--- config.mk ---
export PLATFORM = sky130hd
export DESIGN_NAME = key_debounce_autorepeat
export DESIGN_NICKNAME = d
export VERILOG_FILES = /design/src/hdl/kda_pkg.sv /design/src/hdl/kda_front.sv /design/src/hdl/kda_queue.sv /design/src/hdl/kda_back.sv /design/src/hdl/key_debounce_autorepeat.sv
export SDC_FILE = /design/constraint.sdc
export NUM_CORES = 1
export LEC_CHECK = 0
export BUFFER_PORTS_ARGS = -buffer_cell sky130_fd_sc_hd__buf_2
export CORE_MARGIN = 1
export CORE_UTILIZATION = 40
export CTS_CLUSTER_DIAMETER = 200
export DETAILED_ROUTE_END_ITERATION = 8
export HOLD_SLACK_MARGIN = 0.08
export SLEW_MARGIN = 10
export SYNTH_ARGS = -nofsm -noshare
export SYNTH_HDL_FRONTEND = slang
export SYNTH_HIERARCHICAL = 1
export SYNTH_SLANG_ARGS = --single-unit
--- constraint.sdc ---
create_clock -name clk -period 6.75 [get_ports clk]
set_input_delay 1.0125 -clock clk [delete_from_list [all_inputs] [get_ports clk]]
set_output_delay 1.0125 -clock clk [all_outputs]
set_load 0.02 [all_outputs]
--- src/hdl/kda_pkg.sv ---
// ----------------------------------------------------------------------------
// kda_pkg
// Shared types and constants of the key debounce and auto-repeat block.
// ----------------------------------------------------------------------------
package kda_pkg;

  // Default sizes handed to the top level.
  localparam int KEY_COUNT_DEFAULT   = 8;
  localparam int COUNT_WIDTH_DEFAULT = 16;

  // Fixed field widths.
  localparam int LEVEL_W     = 8;
  localparam int EVT_KEYS    = 8;
  localparam int KEY_IDX_W   = 3;
  localparam int CFG_W       = 16;
  localparam int CFG_INDEX_W = 2;

  // Depth of the tick queue between front and back.
  localparam int QUEUE_DEPTH = 4;

  // Configuration register indexes.
  localparam logic [CFG_INDEX_W-1:0] REG_PRESS_DELAY   = 2'd0;
  localparam logic [CFG_INDEX_W-1:0] REG_HOLD_DELAY    = 2'd1;
  localparam logic [CFG_INDEX_W-1:0] REG_REPEAT_PERIOD = 2'd2;

  // Register values after reset.
  localparam logic [CFG_W-1:0] PRESS_DELAY_RESET   = 16'd5;
  localparam logic [CFG_W-1:0] HOLD_DELAY_RESET    = 16'd50;
  localparam logic [CFG_W-1:0] REPEAT_PERIOD_RESET = 16'd10;

  // Per-key debounce mode.
  typedef enum logic [1:0] {
    MODE_OFF    = 2'd0,
    MODE_ON     = 2'd1,
    MODE_REPEAT = 2'd2
  } key_mode_t;

  // Events of one scan tick: which keys fire, and whether each is a make.
  typedef struct packed {
    logic [EVT_KEYS-1:0] hit;
    logic [EVT_KEYS-1:0] make;
  } tick_evt_t;

endpackage

--- src/hdl/kda_front.sv ---
// ----------------------------------------------------------------------------
// kda_front
// Configuration registers and per-key debounce state; turns one scan tick
// into an event record for the tick queue.
// ----------------------------------------------------------------------------
module kda_front #(
  parameter int KEY_COUNT   = kda_pkg::KEY_COUNT_DEFAULT,
  parameter int COUNT_WIDTH = kda_pkg::COUNT_WIDTH_DEFAULT
) (
  input  logic                           clk,
  input  logic                           rst,
  input  logic                           cfg_write,
  input  logic [kda_pkg::CFG_INDEX_W-1:0] cfg_index,
  input  logic [kda_pkg::CFG_W-1:0]       cfg_data,
  input  logic                           accept,
  input  logic [kda_pkg::LEVEL_W-1:0]     key_levels,
  output logic                           evt_push,
  output kda_pkg::tick_evt_t             evt
);
  import kda_pkg::*;

  // Keys past KEY_COUNT are not read and never leave off,
  // so they need no state.
  localparam int ACTIVE_KEYS = (KEY_COUNT < EVT_KEYS) ? KEY_COUNT : EVT_KEYS;
  localparam int CMP_W       = (COUNT_WIDTH > CFG_W) ? COUNT_WIDTH : CFG_W;
  localparam logic [COUNT_WIDTH-1:0] CNT_MAX = {COUNT_WIDTH{1'b1}};

  logic [CFG_W-1:0]       press_delay;
  logic [CFG_W-1:0]       hold_delay;
  logic [CFG_W-1:0]       repeat_period;
  key_mode_t              mode      [ACTIVE_KEYS];
  key_mode_t              mode_next [ACTIVE_KEYS];
  logic [COUNT_WIDTH-1:0] count      [ACTIVE_KEYS];
  logic [COUNT_WIDTH-1:0] count_next [ACTIVE_KEYS];
  logic [COUNT_WIDTH-1:0] cnt_inc    [ACTIVE_KEYS];
  logic [ACTIVE_KEYS-1:0] held;
  logic [ACTIVE_KEYS-1:0] press_hit;
  logic [ACTIVE_KEYS-1:0] hold_hit;
  logic [ACTIVE_KEYS-1:0] rep_hit;

  // Configuration writes; unknown indexes are ignored.
  always_ff @(posedge clk) begin
    if (rst) begin
      press_delay   <= PRESS_DELAY_RESET;
      hold_delay    <= HOLD_DELAY_RESET;
      repeat_period <= REPEAT_PERIOD_RESET;
    end else if (cfg_write) begin
      case (cfg_index)
        REG_PRESS_DELAY:   press_delay   <= cfg_data;
        REG_HOLD_DELAY:    hold_delay    <= cfg_data;
        REG_REPEAT_PERIOD: repeat_period <= cfg_data;
        default: ;
      endcase
    end
  end

  // Saturating increment and threshold compares, one set per key.
  always_comb begin
    for (int k = 0; k < ACTIVE_KEYS; k++) begin
      held[k]      = key_levels[k];
      cnt_inc[k]   = (count[k] == CNT_MAX) ? count[k] : count[k] + 1'b1;
      press_hit[k] = CMP_W'(cnt_inc[k]) >= CMP_W'(press_delay);
      hold_hit[k]  = CMP_W'(cnt_inc[k]) >= CMP_W'(hold_delay);
      rep_hit[k]   = CMP_W'(cnt_inc[k]) >= CMP_W'(repeat_period);
    end
  end

  // Next mode and counter of every key.
  always_comb begin
    for (int k = 0; k < ACTIVE_KEYS; k++) begin
      mode_next[k]  = mode[k];
      count_next[k] = count[k];
      case (mode[k])
        MODE_OFF: begin
          if (held[k]) begin
            if (press_hit[k]) begin
              mode_next[k]  = MODE_ON;
              count_next[k] = '0;
            end else begin
              count_next[k] = cnt_inc[k];
            end
          end
        end
        MODE_ON: begin
          if (!held[k]) begin
            mode_next[k]  = MODE_OFF;
            count_next[k] = '0;
          end else if (hold_hit[k]) begin
            mode_next[k]  = MODE_REPEAT;
            count_next[k] = '0;
          end else begin
            count_next[k] = cnt_inc[k];
          end
        end
        MODE_REPEAT: begin
          if (!held[k]) begin
            mode_next[k]  = MODE_OFF;
            count_next[k] = '0;
          end else if (rep_hit[k]) begin
            count_next[k] = '0;
          end else begin
            count_next[k] = cnt_inc[k];
          end
        end
        default: begin
          // The spare mode code acts as on without the hold transition.
          if (!held[k]) begin
            mode_next[k]  = MODE_OFF;
            count_next[k] = '0;
          end else begin
            count_next[k] = cnt_inc[k];
          end
        end
      endcase
    end
  end

  // Events of this tick, one bit per key.
  always_comb begin
    evt = '0;
    for (int k = 0; k < ACTIVE_KEYS; k++) begin
      case (mode[k])
        MODE_OFF: begin
          evt.hit[k]  = held[k] && press_hit[k];
          evt.make[k] = 1'b1;
        end
        MODE_ON: begin
          evt.hit[k]  = !held[k] || hold_hit[k];
          evt.make[k] = held[k];
        end
        MODE_REPEAT: begin
          evt.hit[k]  = !held[k] || rep_hit[k];
          evt.make[k] = held[k];
        end
        default: begin
          evt.hit[k]  = !held[k];
          evt.make[k] = 1'b0;
        end
      endcase
    end
    evt_push = accept && (|evt.hit);
  end

  // Key state advances once per accepted tick.
  always_ff @(posedge clk) begin
    if (rst) begin
      for (int k = 0; k < ACTIVE_KEYS; k++) begin
        mode[k]  <= MODE_OFF;
        count[k] <= '0;
      end
    end else if (accept) begin
      for (int k = 0; k < ACTIVE_KEYS; k++) begin
        mode[k]  <= mode_next[k];
        count[k] <= count_next[k];
      end
    end
  end

endmodule

--- src/hdl/kda_queue.sv ---
// ----------------------------------------------------------------------------
// kda_queue
// Short queue of tick event records between the front and the back.
// ----------------------------------------------------------------------------
module kda_queue (
  input  logic               clk,
  input  logic               rst,
  input  logic               push,
  input  kda_pkg::tick_evt_t push_data,
  input  logic               pop,
  output logic               full,
  output logic               head_valid,
  output kda_pkg::tick_evt_t head
);
  import kda_pkg::*;

  localparam int PTR_W = $clog2(QUEUE_DEPTH);
  localparam int CNT_W = $clog2(QUEUE_DEPTH + 1);

  tick_evt_t        slots [QUEUE_DEPTH];
  logic [PTR_W-1:0] wr_ptr;
  logic [PTR_W-1:0] rd_ptr;
  logic [CNT_W-1:0] fill;
  logic             do_pop;

  // Status and head read.
  always_comb begin
    full       = (fill == CNT_W'(QUEUE_DEPTH));
    head_valid = (fill != '0);
    head       = slots[rd_ptr];
    do_pop     = pop && head_valid;
  end

  // Record storage.
  always_ff @(posedge clk) begin
    if (push) begin
      slots[wr_ptr] <= push_data;
    end
  end

  // Pointers and fill level.
  always_ff @(posedge clk) begin
    if (rst) begin
      wr_ptr <= '0;
      rd_ptr <= '0;
      fill   <= '0;
    end else begin
      if (push) begin
        wr_ptr <= (wr_ptr == PTR_W'(QUEUE_DEPTH - 1)) ? '0 : wr_ptr + 1'b1;
      end
      if (do_pop) begin
        rd_ptr <= (rd_ptr == PTR_W'(QUEUE_DEPTH - 1)) ? '0 : rd_ptr + 1'b1;
      end
      if (push && !do_pop) begin
        fill <= fill + 1'b1;
      end else if (!push && do_pop) begin
        fill <= fill - 1'b1;
      end
    end
  end

endmodule

--- src/hdl/kda_back.sv ---
// ----------------------------------------------------------------------------
// kda_back
// Serializes the events of the head tick record in key order into the result
// register, one beat per cycle while the receiver pops, and marks the last one.
// ----------------------------------------------------------------------------
module kda_back (
  input  logic                         clk,
  input  logic                         rst,
  input  logic                         head_valid,
  input  kda_pkg::tick_evt_t           head,
  output logic                         head_pop,
  input  logic                         pop,
  output logic                         empty,
  output logic [kda_pkg::KEY_IDX_W-1:0] key_index,
  output logic                         is_make,
  output logic                         last_of_tick
);
  import kda_pkg::*;

  logic [EVT_KEYS-1:0]  done;
  logic [EVT_KEYS-1:0]  remaining;
  logic [KEY_IDX_W-1:0] sel;
  logic                 sel_last;
  logic                 out_valid;
  logic                 load;

  // Lowest pending key of the head record.
  always_comb begin
    remaining = head.hit & ~done;
    sel       = '0;
    for (int k = EVT_KEYS - 1; k >= 0; k--) begin
      if (remaining[k]) begin
        sel = KEY_IDX_W'(k);
      end
    end
    sel_last = ((remaining & ~(EVT_KEYS'(1) << sel)) == '0);
    load     = head_valid && (!out_valid || pop);
    head_pop = load && sel_last;
    empty    = !out_valid;
  end

  // Progress through the head record.
  always_ff @(posedge clk) begin
    if (rst) begin
      done <= '0;
    end else if (load) begin
      if (sel_last) begin
        done <= '0;
      end else begin
        done[sel] <= 1'b1;
      end
    end
  end

  // Result register valid flag.
  always_ff @(posedge clk) begin
    if (rst) begin
      out_valid <= 1'b0;
    end else if (load) begin
      out_valid <= 1'b1;
    end else if (pop) begin
      out_valid <= 1'b0;
    end
  end

  // Result register payload.
  always_ff @(posedge clk) begin
    if (load) begin
      key_index    <= sel;
      is_make      <= head.make[sel];
      last_of_tick <= sel_last;
    end
  end

endmodule

--- src/hdl/key_debounce_autorepeat.sv ---
// ----------------------------------------------------------------------------
// key_debounce_autorepeat
// Eight-key debouncer with auto-repeat: make, repeat and break events.
// ----------------------------------------------------------------------------
// Usage:
//   Input side is a queue: drive key_levels (1 = pressed) with push; a scan
//   tick beat is taken when push is high and full is low.
//   Result side is a queue: while empty is low, key_index, is_make and
//   last_of_tick show the oldest event; pop takes the beat.
//   The user writes press_delay, hold_delay and repeat_period only while the
//   block is idle, through cfg_write, cfg_index and cfg_data; not enforced.
// Timing:
//   Key state is updated in the cycle a tick is taken, so a tick can be
//   taken every cycle while the four-entry tick queue has room.
//   The events of a tick pass through the tick queue and the result register.
//   The back part emits one event per cycle while the receiver pops;
//   ticks with no events use no queue entry.
// Reset and stalls:
//   rst clears key state, the queue and the result register, and loads the
//   register defaults. A stalled receiver holds the result register; ticks
//   keep being taken until the queue is full, then full is raised.
// ----------------------------------------------------------------------------
module key_debounce_autorepeat #(
  parameter int KEY_COUNT   = kda_pkg::KEY_COUNT_DEFAULT,
  parameter int COUNT_WIDTH = kda_pkg::COUNT_WIDTH_DEFAULT
) (
  input  logic                           clk,
  input  logic                           rst,
  input  logic                           cfg_write,
  input  logic [kda_pkg::CFG_INDEX_W-1:0] cfg_index,
  input  logic [kda_pkg::CFG_W-1:0]       cfg_data,
  input  logic                           push,
  output logic                           full,
  input  logic [kda_pkg::LEVEL_W-1:0]     key_levels,
  output logic                           empty,
  input  logic                           pop,
  output logic [kda_pkg::KEY_IDX_W-1:0]   key_index,
  output logic                           is_make,
  output logic                           last_of_tick
);
  import kda_pkg::*;

  logic      accept;
  logic      evt_push;
  tick_evt_t evt;
  logic      head_valid;
  tick_evt_t head;
  logic      head_pop;

  // A tick beat is taken whenever the queue has room.
  assign accept = push && !full;

  kda_front #(
    .KEY_COUNT   (KEY_COUNT),
    .COUNT_WIDTH (COUNT_WIDTH)
  ) u_front (
    .clk        (clk),
    .rst        (rst),
    .cfg_write  (cfg_write),
    .cfg_index  (cfg_index),
    .cfg_data   (cfg_data),
    .accept     (accept),
    .key_levels (key_levels),
    .evt_push   (evt_push),
    .evt        (evt)
  );

  kda_queue u_queue (
    .clk        (clk),
    .rst        (rst),
    .push       (evt_push),
    .push_data  (evt),
    .pop        (head_pop),
    .full       (full),
    .head_valid (head_valid),
    .head       (head)
  );

  kda_back u_back (
    .clk          (clk),
    .rst          (rst),
    .head_valid   (head_valid),
    .head         (head),
    .head_pop     (head_pop),
    .pop          (pop),
    .empty        (empty),
    .key_index    (key_index),
    .is_make      (is_make),
    .last_of_tick (last_of_tick)
  );

endmodule

==> metrics <==
Clock Latency Late Sink=0.55 ns; drt initial violations=1501; TritonCTS Buffers=34; Final Hold Fails=0; critical path peak fanout=9; Syn Nets=2827; clock root buffer=clkbuf_16; Hold Path End=u_front/hold_delay[6]; Post-DRT Antenna Nets=0; TritonCTS Sinks=279; Port Buffer Count=37; Reg2Reg Depth=21; starting density of the core=0.404; Post-synth top flop=edfxtp_1; #FFs+latches synth=279; Die Height=240 um; Yosys Warn Count=6; Post-synth EDFFs=213; CTS resizes=0; RSZ-0062 raised after global routing=false; switch share=0.375; GP Congestion=0.897; vias in the first global route=18080; status=finished, final reports clean; antenna violations before repair=4; global route overflow=0; min-delay worst type=reg -> reg; Logic pwr share=0.391; WL/cell=21.6 um; crit path launch type=flop; # IOs=38; DRC Markers=0; core footprint=56300 um2; reg2reg end=u_queue/fill[2]; Pleak=10.6 nW; Least-Margin Pin Slew=1.12 ns; sequential share of power=0.352; HPWL after DPL=48.7 mm; Peak VDD IR=0.000187 V; Fin Hold WS=0.453 ns; Clk network pwr share=0.256; Int Pwr=4.30 mW; final setup violation count=0; final design utilization=0.443; first-pass GRT wire length=105 mm; Data required, critical path=7.21 ns; ys async rst share=0; setup bufs post-CTS=0; top cell type's share of synthesized area=0.281; crit path kind=reg -> reg; Slowest-stage cell, CP=or4_4; dominant cell type by area after synthesis=edfxtp_1; hold bufs inserted after CTS=0; Hold Crit Depth=2; clock-pin transition on the worst setup and hold timing paths=0.06 ns; Layout area overhead=9.51%; Syn Area/Cell=9.62 um2; Min Clock Period, post-route=6.27 ns; Setup TNS=0 ns; top cells by area, synth=edfxtp_1, ha_1, dfxtp_1; drt total wl=69.1 mm; DR vias=18810; CTS tree=built; largest net degree at the start of global routing=50; die width=240 um; post-synthesis sequential area ratio=0.339; P_sw=2.58 mW; fin nets=2878; Slew Limit Fails=0; htree depth=2; vias per cell=5.89; Die ar.=57800 um2; crit end category=flop; maxcap violations=0; row count=87; Synth Instances=2365; Synth Cell Area=22700 um2; reg2reg start=u_front/count[0][18]; R2R Setup Slk=0.48 ns; maximum clock frequency=159 MHz; Post-synth top cells=ha_1, nand2_1, edfxtp_1; Pwr Density=276 nW/um2; Post-Route Skew=0.0374 ns; Hold Startpoint=u_front/hold_delay[6]; CP max stage delay=0.55 ns; number of iterations in the first detailed-routing pass=5; Tot GR Track Use=0.241; critical path cell sequence=and4_1 > nand4_1 > or4_4 > or3_1 > nand3_1 > or2_2 > xnor2_1 > ha_1 > a2111oi_1 > inv_1 > o311ai_0 > a31o_2 > o221ai_1 > nor4_1 > a41oi_2 > ha_1 > inv_1 > fa_1 > xor2_1 > or3_1 > a21oi_1; Tcrit/Tclk final=0.929; Unique masters post-synth=80; Longest Clk Path Bufs=3; crit path DAT=6.73 ns; layout cells sized above 1=0.0648; Slew headroom=0.249; count leader, synth=ha_1
-- critical path, delay by kind of cell (launching register included) --
family / cells / cell delay (ns)
and+or+nand+nor: 8 / 2.55
AOI/OAI and AO/OA: 6 / 1.91
adders and majority gates: 3 / 0.83
DFF: 1 / 0.43
buffers and inverters: 2 / 0.14
xor gates and xnor gates: 2 / 0.30
-- area by class of cell --
type,instances,area [um2]
antenna,1,2.50
clock buffer,46,957
clock inverter,13,97.6
fill,5412,31400
inverter,148,556
multi-input combinational,1894,14300
sequential,279,7720
tap,756,946
timing repair buffer,59,350
-- metrics by stage --
stage	setup slack (ns)	area, um2	cells	power (mW)
finish	0.476	24900	3196	6.88
CTS	0.434	24900	3195	6.86
detailed placement	0.473	23800	3136	5.08
floorplan	1.44	22700	2365	4.28
global route	0.0736	24900	3195	7.33
global placement	0.587	23800	3136	4.96
-- registers in the layout, summed over array words and instances, names as in the netlist, named ones only --
name	flops
u_front/press_delay	16
u_back/last_of_tick	1
u_queue/slots	64
u_back/is_make	1
u_front/hold_delay	16
u_back/done	8
u_back/key_index	3
u_queue/fill	3
u_front/count	128
u_queue/wr_ptr	2
u_front/repeat_period	16
u_back/out_valid	1
u_queue/rd_ptr	2
u_front/mode	16
-- cells in the final DEF (no fill, tap or decap), types with 59 or more instances in the layout --
master,count
dfxtp_1,66
nand2_1,218
ha_1,430
nand4_1,70
nor2b_1,85
a21oi_1,177
edfxtp_1,213
o21ai_0,80
xnor2_1,59
inv_1,148
nand3_1,67
nor2_1,174
-- worst max path at each step --
stage                         start         endpoint  slack [ns]  cells after the start
6_report       u_front/count[0][18]  u_queue/fill[2]        0.48                     21
5_1_grt        u_front/count[0][18]  u_queue/fill[2]        0.07                     21
4_1_cts        u_front/count[0][18]  u_queue/fill[2]        0.43                     21
3_5_place_dp   u_front/count[0][18]  u_queue/fill[2]        0.47                     21
3_3_place_gp   u_front/count[0][18]  u_queue/fill[2]        0.59                     21
2_1_floorplan  u_front/count[0][18]  u_queue/fill[2]        1.44                     24
-- logic make-up (layout without fill, tap and decap cells) --
group           Yosys count  in the layout  share of synthesized area
mux                      36             36                     0.0261
compound gates          514            514                      0.148
flops                   279            279                      0.339
simple gates            830            830                      0.184
buf+inv                 192            266                     0.0335
other cells               0              1                          0
fa+ha+maj               431            431                      0.237
xor+xnor                 83             83                     0.0320
-- metal layers --
| layer | vias up | global-route usage | part of all wire |
|---|---|---|---|
| li1 | 8922 | - | - |
| met1 | 9069 | 0.319 | 0.45 |
| met2 | 645 | 0.386 | 0.44 |
| met3 | 170 | 0.0338 | 0.063 |
| met4 | 4 | 0.114 | 0.048 |
| met5 | - | 0 | 0.00030 |
-- power by group through the flow --
stage               Clock (mW)  Sequential (mW)  Combinational (mW)
detailed placement           0             2.46                2.62
global route              1.87             2.46                3.00
floorplan                    0             2.42                1.87
CTS                       1.80             2.42                2.64
finish                    1.76             2.42                2.69
global placement             0             2.44                2.52
No activity file was read; power rests on OpenSTA's default activity.
